--- src/rtl/core/rmj_pkg.sv ---
// Shared types, constants and helper functions of the radar Jacobian block.
`timescale 1ns / 1ps
package rmj_pkg;

  localparam int Q_W       = 32;  // width of a quotient word
  localparam int SQ_CELLS  = 32;  // one root bit per cell
  localparam int DIV_CELLS = 32;  // one quotient bit per cell
  localparam int SQ_REM_W  = 34;  // root remainder stays below 2*root+1
  localparam int LANES     = 6;
  // input register, 3 front stages, root cells, 2 cube stages, divider cells, output
  localparam int PIPE_LAT  = 4 + SQ_CELLS + 2 + DIV_CELLS + 1;

  // data that rides beside the square root cells
  typedef struct packed {
    logic        degen;
    logic        nx;
    logic        ny;
    logic        dneg;
    logic        dpos;
    logic [31:0] apx;
    logic [31:0] apy;
    logic [63:0] r2;
    logic [95:0] n4;
    logic [95:0] n5;
  } pre_side_t;

  // data that rides beside the divider cells
  typedef struct packed {
    logic             degen;
    logic [LANES-1:0] ov;
    logic [LANES-1:0] neg;
  } div_side_t;

  // apply sign to a truncated quotient and clamp to the signed word range
  function automatic logic [Q_W-1:0] sat_word(logic [Q_W-1:0] q, logic ov, logic neg);
    logic [Q_W-1:0] res;
    if (neg) begin
      if (ov || (q > 32'h8000_0000)) res = 32'h8000_0000;
      else                           res = ~q + 32'd1;
    end else begin
      if (ov || q[Q_W-1]) res = 32'h7FFF_FFFF;
      else                res = q;
    end
    return res;
  endfunction

endpackage

--- src/rtl/core/rmj_sqrt_cell.sv ---
// One cell of the integer square root chain: resolves one root bit.
`timescale 1ns / 1ps
module rmj_sqrt_cell import rmj_pkg::*; (
  input  logic                clk_i,
  input  logic [SQ_REM_W-1:0] rem_i,
  input  logic [31:0]         root_i,
  input  logic [63:0]         x_i,
  output logic [SQ_REM_W-1:0] rem_o,
  output logic [31:0]         root_o,
  output logic [63:0]         x_o
);

  logic [SQ_REM_W+1:0] t, trial, diff;
  logic                ge;
  logic [SQ_REM_W-1:0] rem_d, rem_q;
  logic [31:0]         root_d, root_q;
  logic [63:0]         x_d, x_q;

  always_comb begin
    t      = {rem_i, x_i[63:62]};
    trial  = {2'b00, root_i, 2'b01};
    ge     = (t >= trial);
    diff   = t - trial;
    rem_d  = ge ? diff[SQ_REM_W-1:0] : t[SQ_REM_W-1:0];
    root_d = {root_i[30:0], ge};
    x_d    = {x_i[61:0], 2'b00};
  end

  always_ff @(posedge clk_i) begin
    rem_q  <= rem_d;
    root_q <= root_d;
    x_q    <= x_d;
  end

  assign rem_o  = rem_q;
  assign root_o = root_q;
  assign x_o    = x_q;

endmodule

--- config.mk ---
export PLATFORM = sky130hd
export DESIGN_NAME = rmj_sqrt_cell
export DESIGN_NICKNAME = d
export VERILOG_FILES = /design/src/rtl/core/rmj_pkg.sv /design/src/rtl/core/rmj_sqrt_cell.sv
export SDC_FILE = /design/constraint.sdc
export NUM_CORES = 1
export LEC_CHECK = 0
export CORE_AREA = 5 5 99 101
export CTS_CLUSTER_SIZE = 25
export DETAILED_ROUTE_END_ITERATION = 6
export DIE_AREA = 0 0 104 106
export DONT_BUFFER_PORTS = 1
export PLACE_DENSITY = 0.73
export REMOVE_ABC_BUFFERS = 1
export SYNTH_ARGS = -nofsm -noshare
export SYNTH_HDL_FRONTEND = slang
export SYNTH_SLANG_ARGS = --single-unit
--- constraint.sdc ---
create_clock -name clk_i -period 2.85 [get_ports clk_i]
set_input_delay 0.4275 -clock clk_i [delete_from_list [all_inputs] [get_ports clk_i]]
set_output_delay 0.4275 -clock clk_i [all_outputs]
set_load 0.1 [all_outputs]
==> results.txt <==
WHS: 26.18 ps
Congestion Overflow GR: 0
number of enable flip-flop cells after synthesis: 0
violation count after the first detailed-route iteration: 170
footprint of the multi-input gates: 0.002218 sq mm
first-pass GRT wire length: 24.03 mm
highest metal layer with signal wires: met4
final net count: 782
number of max-cap violations: 0
average vias per placed instance: 5.466
final period demand of the worst path: 2297 ps
worst path arrival time: 2720 ps
cell count after placement: 616
layout overhead on the synthesized area: 33.56%
estimated wirelength of the detail-placed design: 10.42 mm
effective utilization at floorplan: 0.5634
summed instance area of the synthesized netlist: 0.005034 sq mm
largest net degree at the start of global routing: 36
Mean Syn Cell Area: 9.928 sq um
Post-route DRC: 0
number of fillers in the final layout: 631
Yosys cell types: 62
fraction of registers with async set or reset after synthesis: 0
port buffer count: 0
total via count after detailed routing: 4050
setup bufs post-CTS: 0
power consumption: 0.006267 W
root buffer cell: clkbuf_8
leading cell types by total area after synthesis: dfxtp_1, ha_1, nand2_1
Overall Global Routing Usage: 0.2763
Core Region: 0.008934 sq mm
maximum count of clock buffers along a single path: 2
Worst Setup SP: root_i[3]
weighted congestion at the end of routability-driven global placement: 0.8889
Chip Width: 104 um
DIE HEIGHT: 106 um
proportion of netlist area held by the largest area contributor: 0.5091
f_max: 435.3 MHz
peak ir drop on the vdd network: 0.0004778 V
DP Area: 0.005192 sq mm
top cells by instance count after synthesis: dfxtp_1, nand2_1, inv_1
power density over cell area: 932.2 mW/mm^2
Worst slew margin: 0.3227
maximum fanout count along the critical path: 6
worst setup path class: input pin to flop
number of antenna violations at the first check in global routing: 0
final-report max-slew violation count: 0
routed length on met1: 5.821 mm
setup TNS: 0 ps
top flip-flop cell by instance count after synthesis: dfxtp_1
Warnings, synthesis: 0
Routed met3 length: 1.254 mm
most common cell in the netlist: dfxtp_1
actual slew at the worst max-slew pin: 1015 ps
end of the critical path: rem_o[33]
drt first pass iters: 4
footprint of the flip-flops and latches: 0.002562 sq mm
endpoint class of the critical path: flop
Gates resized, CTS repair: 0
routed length per instance: 20.57 um
row count: 35
number of hold-slack violations in the final timing report: 0
number of I/O pins: 261
result of the run: finished clean
via count of the first global-routing pass: 4253
Clk pin slew, worst setup/hold paths: 60 ps
H-tree depth: 4
fraction of final layout cells with drive strength greater than 1: 0.1063
CTS tree: done
post-route ant nets: 0
met2 routed WL: 7.963 mm
path class of the lowest-slack min-delay path: input pin to flop
cell leakage power: 2.993 nW
number of antenna cells inserted: 0
cell taking the most area after synthesis: dfxtp_1
critical path required time: 3270 ps
count of non-filler cells in the finished layout: 741
Sink Count: 128
TritonCTS Buffers: 17
setup repair after global routing missed its margin: no
type of element launching the critical path: input pin
part of the cycle the worst path needs: 0.8060
Post-Synthesis Cells: 507
total non-filler cell area in the finished layout: 0.006723 sq mm
number of register bits inferred by synthesis: 128
die outline area: 0.01102 sq mm
proportion of synthesized chip area in sequential cells: 0.5091
aggregate routed wire length: 15.24 mm
number of setup violations in the final report: 0
cell type report:
cell class              instances  area share
well taps                     111     0.02066
flip-flops and latches        128      0.3812
repair buffers                106      0.1548
inverters                      43     0.02420
clock inverters                14     0.02699
multi-input cells             321      0.3300
clock buffers                  18     0.06216
report_power, final:
part	internal (W)	leakage [nW]	switching, W
sequential	0.00197	1.08	0.00139
combinational	0.000336	1.63	0.000370
clock	0.00135	0.284	0.000856
total	0.00365	2.99	0.00261
layout by cell type, fill, tap and decap left out, types with 13 or more instances in the layout:
cell / instances
xor2_1: 13
nor2_1: 18
o21ai_0: 41
dfxtp_1: 128
a21o_1: 19
ha_1: 34
a21oi_1: 28
inv_1: 42
xnor2_1: 14
nand2_1: 58
clkbuf_16: 16
dlygate4sd3_1: 93
sequential cells by signal, summed over array words and instances, names as in the netlist:
register / flops
x_o: 62
root_o: 32
rem_o: 34
cells by family (layout without fill, tap and decap cells):
group	Yosys count	after routing	synth area share
AO/OA/AOI/OAI	133	133	0.1852
flip-flops	128	128	0.5091
AND/OR/NAND/NOR	120	120	0.1114
buffers and inverters	59	181	0.05120
adder cells (fa/ha/maj)	34	34	0.08451
XOR/XNOR	27	27	0.04698
multiplexers	5	5	0.01094
other	1	2	0.0007450
worst min-delay path by stage:
stage,startpoint,cells after the start,endpoint
after floorplan,root_i[9],0,root_o[10]
after global placement,x_i[32],0,x_o[34]
after detailed placement,x_i[52],0,x_o[54]
after CTS,rem_i[28],2,rem_o[30]
after global routing,rem_i[5],2,rem_o[7]
final,rem_i[5],2,rem_o[7]
critical path, stage by stage:
cell	delay, ps
inv_1	20
ha_1	380
o21ai_0	100
a21oi_1	330
o2111ai_2	240
a2111oi_4	500
o41ai_2	180
and4b_1	230
o41ai_2	300
routing by layer:
layer,vias up,global-route usage
met2,186,0.4968
met3,16,0.1056
met1,1884,0.3039
met4,0,0.07586
met5,-,0
li1,1964,-
per-stage QoR:
step / setup slack [ps] / util
2_1_floorplan: -665.9 / -
3_3_place_gp: 108.1 / 0.5812
3_5_place_dp: 58.19 / 0.5812
4_1_cts: 586.7 / 0.7525
5_1_grt: 424.0 / 0.7525
6_report: 552.9 / 0.7525
repair_timing:
action	4_1_cts	5_1_grt
endpoints found under the setup margin	0	0
endpoints found under the hold margin	93	0
hold buffers	93	0
(Power assumes the default switching activity.)
