$ cat src/rtl/core/rmj_pkg.sv
// Shared types, constants and helper functions of the radar Jacobian block.
`timescale 1ns / 1ps
package rmj_pkg;

  localparam int Q_W       = 32;  // width of a quotient word
  localparam int SQ_CELLS  = 32;  // one root bit per cell
  localparam int DIV_CELLS = 32;  // one quotient bit per cell
  localparam int SQ_REM_W  = 34;  // root remainder stays below 2*root+1
  localparam int LANES     = 6;
  // input register, 3 front stages, root cells, 2 cube stages, divider cells, output
  localparam int PIPE_LAT  = 4 + SQ_CELLS + 2 + DIV_CELLS + 1;

  // data that rides beside the square root cells
  typedef struct packed {
    logic        degen;
    logic        nx;
    logic        ny;
    logic        dneg;
    logic        dpos;
    logic [31:0] apx;
    logic [31:0] apy;
    logic [63:0] r2;
    logic [95:0] n4;
    logic [95:0] n5;
  } pre_side_t;

  // data that rides beside the divider cells
  typedef struct packed {
    logic             degen;
    logic [LANES-1:0] ov;
    logic [LANES-1:0] neg;
  } div_side_t;

  // apply sign to a truncated quotient and clamp to the signed word range
  function automatic logic [Q_W-1:0] sat_word(logic [Q_W-1:0] q, logic ov, logic neg);
    logic [Q_W-1:0] res;
    if (neg) begin
      if (ov || (q > 32'h8000_0000)) res = 32'h8000_0000;
      else                           res = ~q + 32'd1;
    end else begin
      if (ov || q[Q_W-1]) res = 32'h7FFF_FFFF;
      else                res = q;
    end
    return res;
  endfunction

endpackage

$ cat src/rtl/core/rmj_div_cell.sv
// One cell of a restoring divider chain: resolves one quotient bit.
`timescale 1ns / 1ps
module rmj_div_cell import rmj_pkg::*; #(
  parameter int DEN_W = 32
) (
  input  logic             clk_i,
  input  logic [DEN_W-1:0] rem_i,
  input  logic [DEN_W-1:0] den_i,
  input  logic [Q_W-1:0]   nlo_i,
  input  logic [Q_W-1:0]   q_i,
  output logic [DEN_W-1:0] rem_o,
  output logic [DEN_W-1:0] den_o,
  output logic [Q_W-1:0]   nlo_o,
  output logic [Q_W-1:0]   q_o
);

  logic [DEN_W:0]   t, diff;
  logic             ge;
  logic [DEN_W-1:0] rem_d, rem_q, den_q;
  logic [Q_W-1:0]   nlo_d, nlo_q, q_d, q_q;

  always_comb begin
    t     = {rem_i, nlo_i[Q_W-1]};
    ge    = (t >= {1'b0, den_i});
    diff  = t - {1'b0, den_i};
    rem_d = ge ? diff[DEN_W-1:0] : t[DEN_W-1:0];
    q_d   = {q_i[Q_W-2:0], ge};
    nlo_d = {nlo_i[Q_W-2:0], 1'b0};
  end

  always_ff @(posedge clk_i) begin
    rem_q <= rem_d;
    den_q <= den_i;
    nlo_q <= nlo_d;
    q_q   <= q_d;
  end

  assign rem_o = rem_q;
  assign den_o = den_q;
  assign nlo_o = nlo_q;
  assign q_o   = q_q;

endmodule

$ cat config.mk
export PLATFORM = sky130hd
export DESIGN_NAME = rmj_div_cell
export DESIGN_NICKNAME = d
export VERILOG_FILES = /design/src/rtl/core/rmj_pkg.sv /design/src/rtl/core/rmj_div_cell.sv
export SDC_FILE = /design/constraint.sdc
export NUM_CORES = 1
export LEC_CHECK = 0
export ABC_AREA = 1
export BUFFER_PORTS_ARGS = -buffer_cell sky130_fd_sc_hd__buf_4
export CORE_UTILIZATION = 40
export CTS_CLUSTER_SIZE = 40
export DETAILED_ROUTE_END_ITERATION = 7
export HOLD_SLACK_MARGIN = 0.1
export PLACE_DENSITY = 0.72
export SETUP_SLACK_MARGIN = 0.3
export SLEW_MARGIN = 20
export SYNTH_ARGS = -nofsm -noshare
export SYNTH_HDL_FRONTEND = slang
export SYNTH_SLANG_ARGS = --single-unit
$ cat constraint.sdc
create_clock -name clk_i -period 1.65 [get_ports clk_i]
set_input_delay 0.165 -clock clk_i [delete_from_list [all_inputs] [get_ports clk_i]]
set_output_delay 0.165 -clock clk_i [all_outputs]
set_load 0.03 [all_outputs]
==> reports/qor.yml <==
clock_network:
  cts_inserted_buffers: 17
  clk_pin_slew_worst_paths_ps: 60
  cts_tree: "built"
  cts.sink_count: 127
  cts_max_level: 4
  cts_root_buffer: "clkbuf_16"
  cts.path.max_buffers: 2
timing:
  clock.fmax_mhz: 712
  setup_viol: 0
  drv_slew: 0
  period_share_pct: 85.1
  rsz0062_at_grt: "true"
  setup_ws_ps: 245
  fin_crit_ps: 1400
  hold_viol: 0
  fin_tns_setup_ps: 0
placement:
  dp_hpwl_um: 14000
  port_buffers: 254
  place.gp.congestion: 0.900
  pre_cts_slack_ps: -255
power:
  irDropWorstVdd_uv: 787
  power_density_nw_per_um2: 906
  p_leak_nw: 6.02
  power_mw: 10.7
yosys:
  synth_seq_cells: 127
  yosysSeqAreaShare_pct: 44.2
  ys.warnings.count: 0
  avgSynthCellArea_um2: 7.36
  ys_types: 31
  netlist_instances: 781
  syn-num-nets: 943
  netlist_area_um2: 5750
route:
  ant_nets: 0
  finalWirelength_um: 24900
  first_pass_iters: 5
  drt-initial-drc-count: 450
  vias: 7096
  drc: 0
  avgRoutedWirePerCell_um: 16.9
  vias_per_cell: 4.82
floorplanning:
  chipHeight_um: 122
  die_area_um2: 14900
  initial_core_util_pct: 41.2
  ios: 257
  die_w_um: 122
  core_um2: 13900
  rows: 43
hold_path:
  hold_depth: 5
  hold_end: "rem_o[0]$_DFF_P_"
  hp-start: "den_i[0]"
  holdCritPathClass: "input pin to flop"
worst_setup_path:
  worstPathRequired_ps: 1970
  worst-setup-path-type: "input pin to flop"
  path_max_fanout: 4
  worstSetupStartpointType: "input pin"
  arrival_ps: 1730
  crit_path_end_kind: "flop"
layout:
  diodes: 0
  fin_util_pct: 85.0
  syn_to_final_growth_pct: 106
  nets: 1442
  drive_gt1_share_pct: 50.7
  fill_cells: 735
run:
  maxCapViolations: 0
global_route:
  overflow: 0
  grt_max_degree: 31
  antenna_found_initial: 0
  grt_use_total_pct: 29.5
  grt_pass1_vias: 6743
  grt_pass1_wl_um: 33000
outcome:
  status: "finished, final reports clean"
==> critical path: stages <==
cell and delay (ps):
buf_4 120, inv_4 50, ha_4 220, nand2_1 70, nand2_2 70, buf_4 140
nand2_1 50, nand2_1 60, a21oi_1 200, nand2_2 170, nand2_1 160, nand3b_1 120
nand3_2 80, nand2_1 50
==> area by class of cell <==
class                      count  area, um2  share of cell area [%]
sequential                   127       2540                    21.5
clock buffer                  20        437                    3.69
clock inverter                12        113                   0.951
multi-input combinational    492       3660                    30.9
tap                          180        225                    1.90
timing repair buffer         490       4250                    35.9
inverter                     152        613                    5.18
==> state kept, by name, summed over array words and instances (netlist names) <==
name	cells
den_o	32
rem_o	32
nlo_o	31
q_o	32
==> power breakdown <==
part / internal [mW] / leakage [nW] / switching (mW)
sequential: 3.35 / 1.07 / 0.0927
clock: 2.07 / 0.253 / 1.50
combinational: 1.70 / 4.69 / 2.02
total: 7.13 / 6.02 / 3.61
==> per-stage QoR <==
step           cell area, um2  std cells  hold slack [ps]
5_1_grt                 11800       1473              193
4_1_cts                 10800       1445              166
3_5_place_dp             8810       1286              271
3_3_place_gp             8810       1286              269
6_report                11800       1473              182
2_1_floorplan            6090        781              193
==> how the worst max path moves through the flow <==
stage | start | endpoint | slack [ps] | depth (start not counted)
6_report | den_i[4] | rem_o[27]$_DFF_P_ | 250 | 14
4_1_cts | den_i[30] | rem_o[14]$_DFF_P_ | 290 | 12
3_5_place_dp | den_i[0] | rem_o[26]$_DFF_P_ | -260 | 12
2_1_floorplan | den_i[2] | rem_o[24]$_DFF_P_ | 120 | 16
5_1_grt | den_i[4] | rem_o[27]$_DFF_P_ | 200 | 14
3_3_place_gp | den_i[0] | rem_o[26]$_DFF_P_ | -230 | 12
==> synthesized netlist by cell type <==
cell type    n  area share, %
nand2_1    276             18
inv_1      149            9.7
dfxtp_1    127             44
nand3_1     52            4.5
nor2_1      34            2.2
ha_1        32            7.0
a21oi_1     21            1.8
nand3_2     16            2.8
xor2_1      13            2.0
nand3b_1    10            1.3
and2_1       8           0.87
buf_2        7           0.61
nor3_1       6           0.52
nor2_2       5           0.54
nand2_2      4           0.44
inv_2        3           0.20
nand4_1      2           0.22
nor3_2       2           0.35
o21ai_0      2           0.17
buf_12       1           0.35
buf_4        1           0.13
buf_6        1           0.20
buf_8        1           0.26
conb_1       1          0.065
fa_1         1           0.35
nand2_4      1           0.20
nand2_8      1           0.35
nor2_4       1           0.20
o21bai_1     1           0.13
or2_1        1           0.11
xnor2_1      1           0.15
==> cell families after synthesis <==
| kind of cell | Yosys count | share of synthesized area [%] |
|---|---|---|
| simple gates | 419 | 32.7 |
| compound gates | 24 | 2.13 |
| flops | 127 | 44.2 |
| xor+xnor | 14 | 2.13 |
| buf+inv | 163 | 11.5 |
| other cells | 1 | 0.0652 |
| fa+ha+maj | 33 | 7.31 |
==> what timing repair did <==
action | CTS | global route
buffers inserted | 1 | 24
hold buffers | 126 | 0
gates resized for setup | 36 | 251
gates cloned | 0 | 4
pin swaps | 6 | 65
endpoints found under the hold margin | 126 | 0
setup endpoints to repair | 32 | 33
==> per-layer routing <==
metal	vias to the layer above	routed length (um)	global-route usage (%)
met5	-	0	0
met4	0	1210	13.5
met3	84	1780	6.79
met2	333	12900	54.2
met1	3315	9030	31.8
li1	3364	-	-
==> cells in the final DEF, fill, tap and decap left out, types with 3 or more instances in the layout <==
master | Yosys | final
a21oi_1 | 21 | 10
a21oi_2 | 0 | 9
and2_1 | 8 | 7
buf_12 | 1 | 6
buf_4 | 1 | 320
buf_6 | 1 | 32
buf_8 | 1 | 4
clkbuf_1 | 0 | 3
clkbuf_16 | 0 | 19
clkinvlp_4 | 0 | 5
dfxtp_1 | 127 | 127
dlygate4sd3_1 | 0 | 126
ha_4 | 0 | 32
inv_1 | 149 | 101
inv_2 | 3 | 38
inv_4 | 0 | 12
nand2_1 | 276 | 185
nand2_2 | 4 | 76
nand2_4 | 1 | 19
nand2_8 | 1 | 3
nand3_1 | 52 | 37
nand3_2 | 16 | 26
nand3_4 | 0 | 5
nand3b_1 | 10 | 10
nor2_1 | 34 | 13
nor2_2 | 5 | 15
nor2_4 | 1 | 12
nor3_4 | 0 | 5
xor2_1 | 13 | 12
Note: power is estimated with default switching activity, not from simulation.
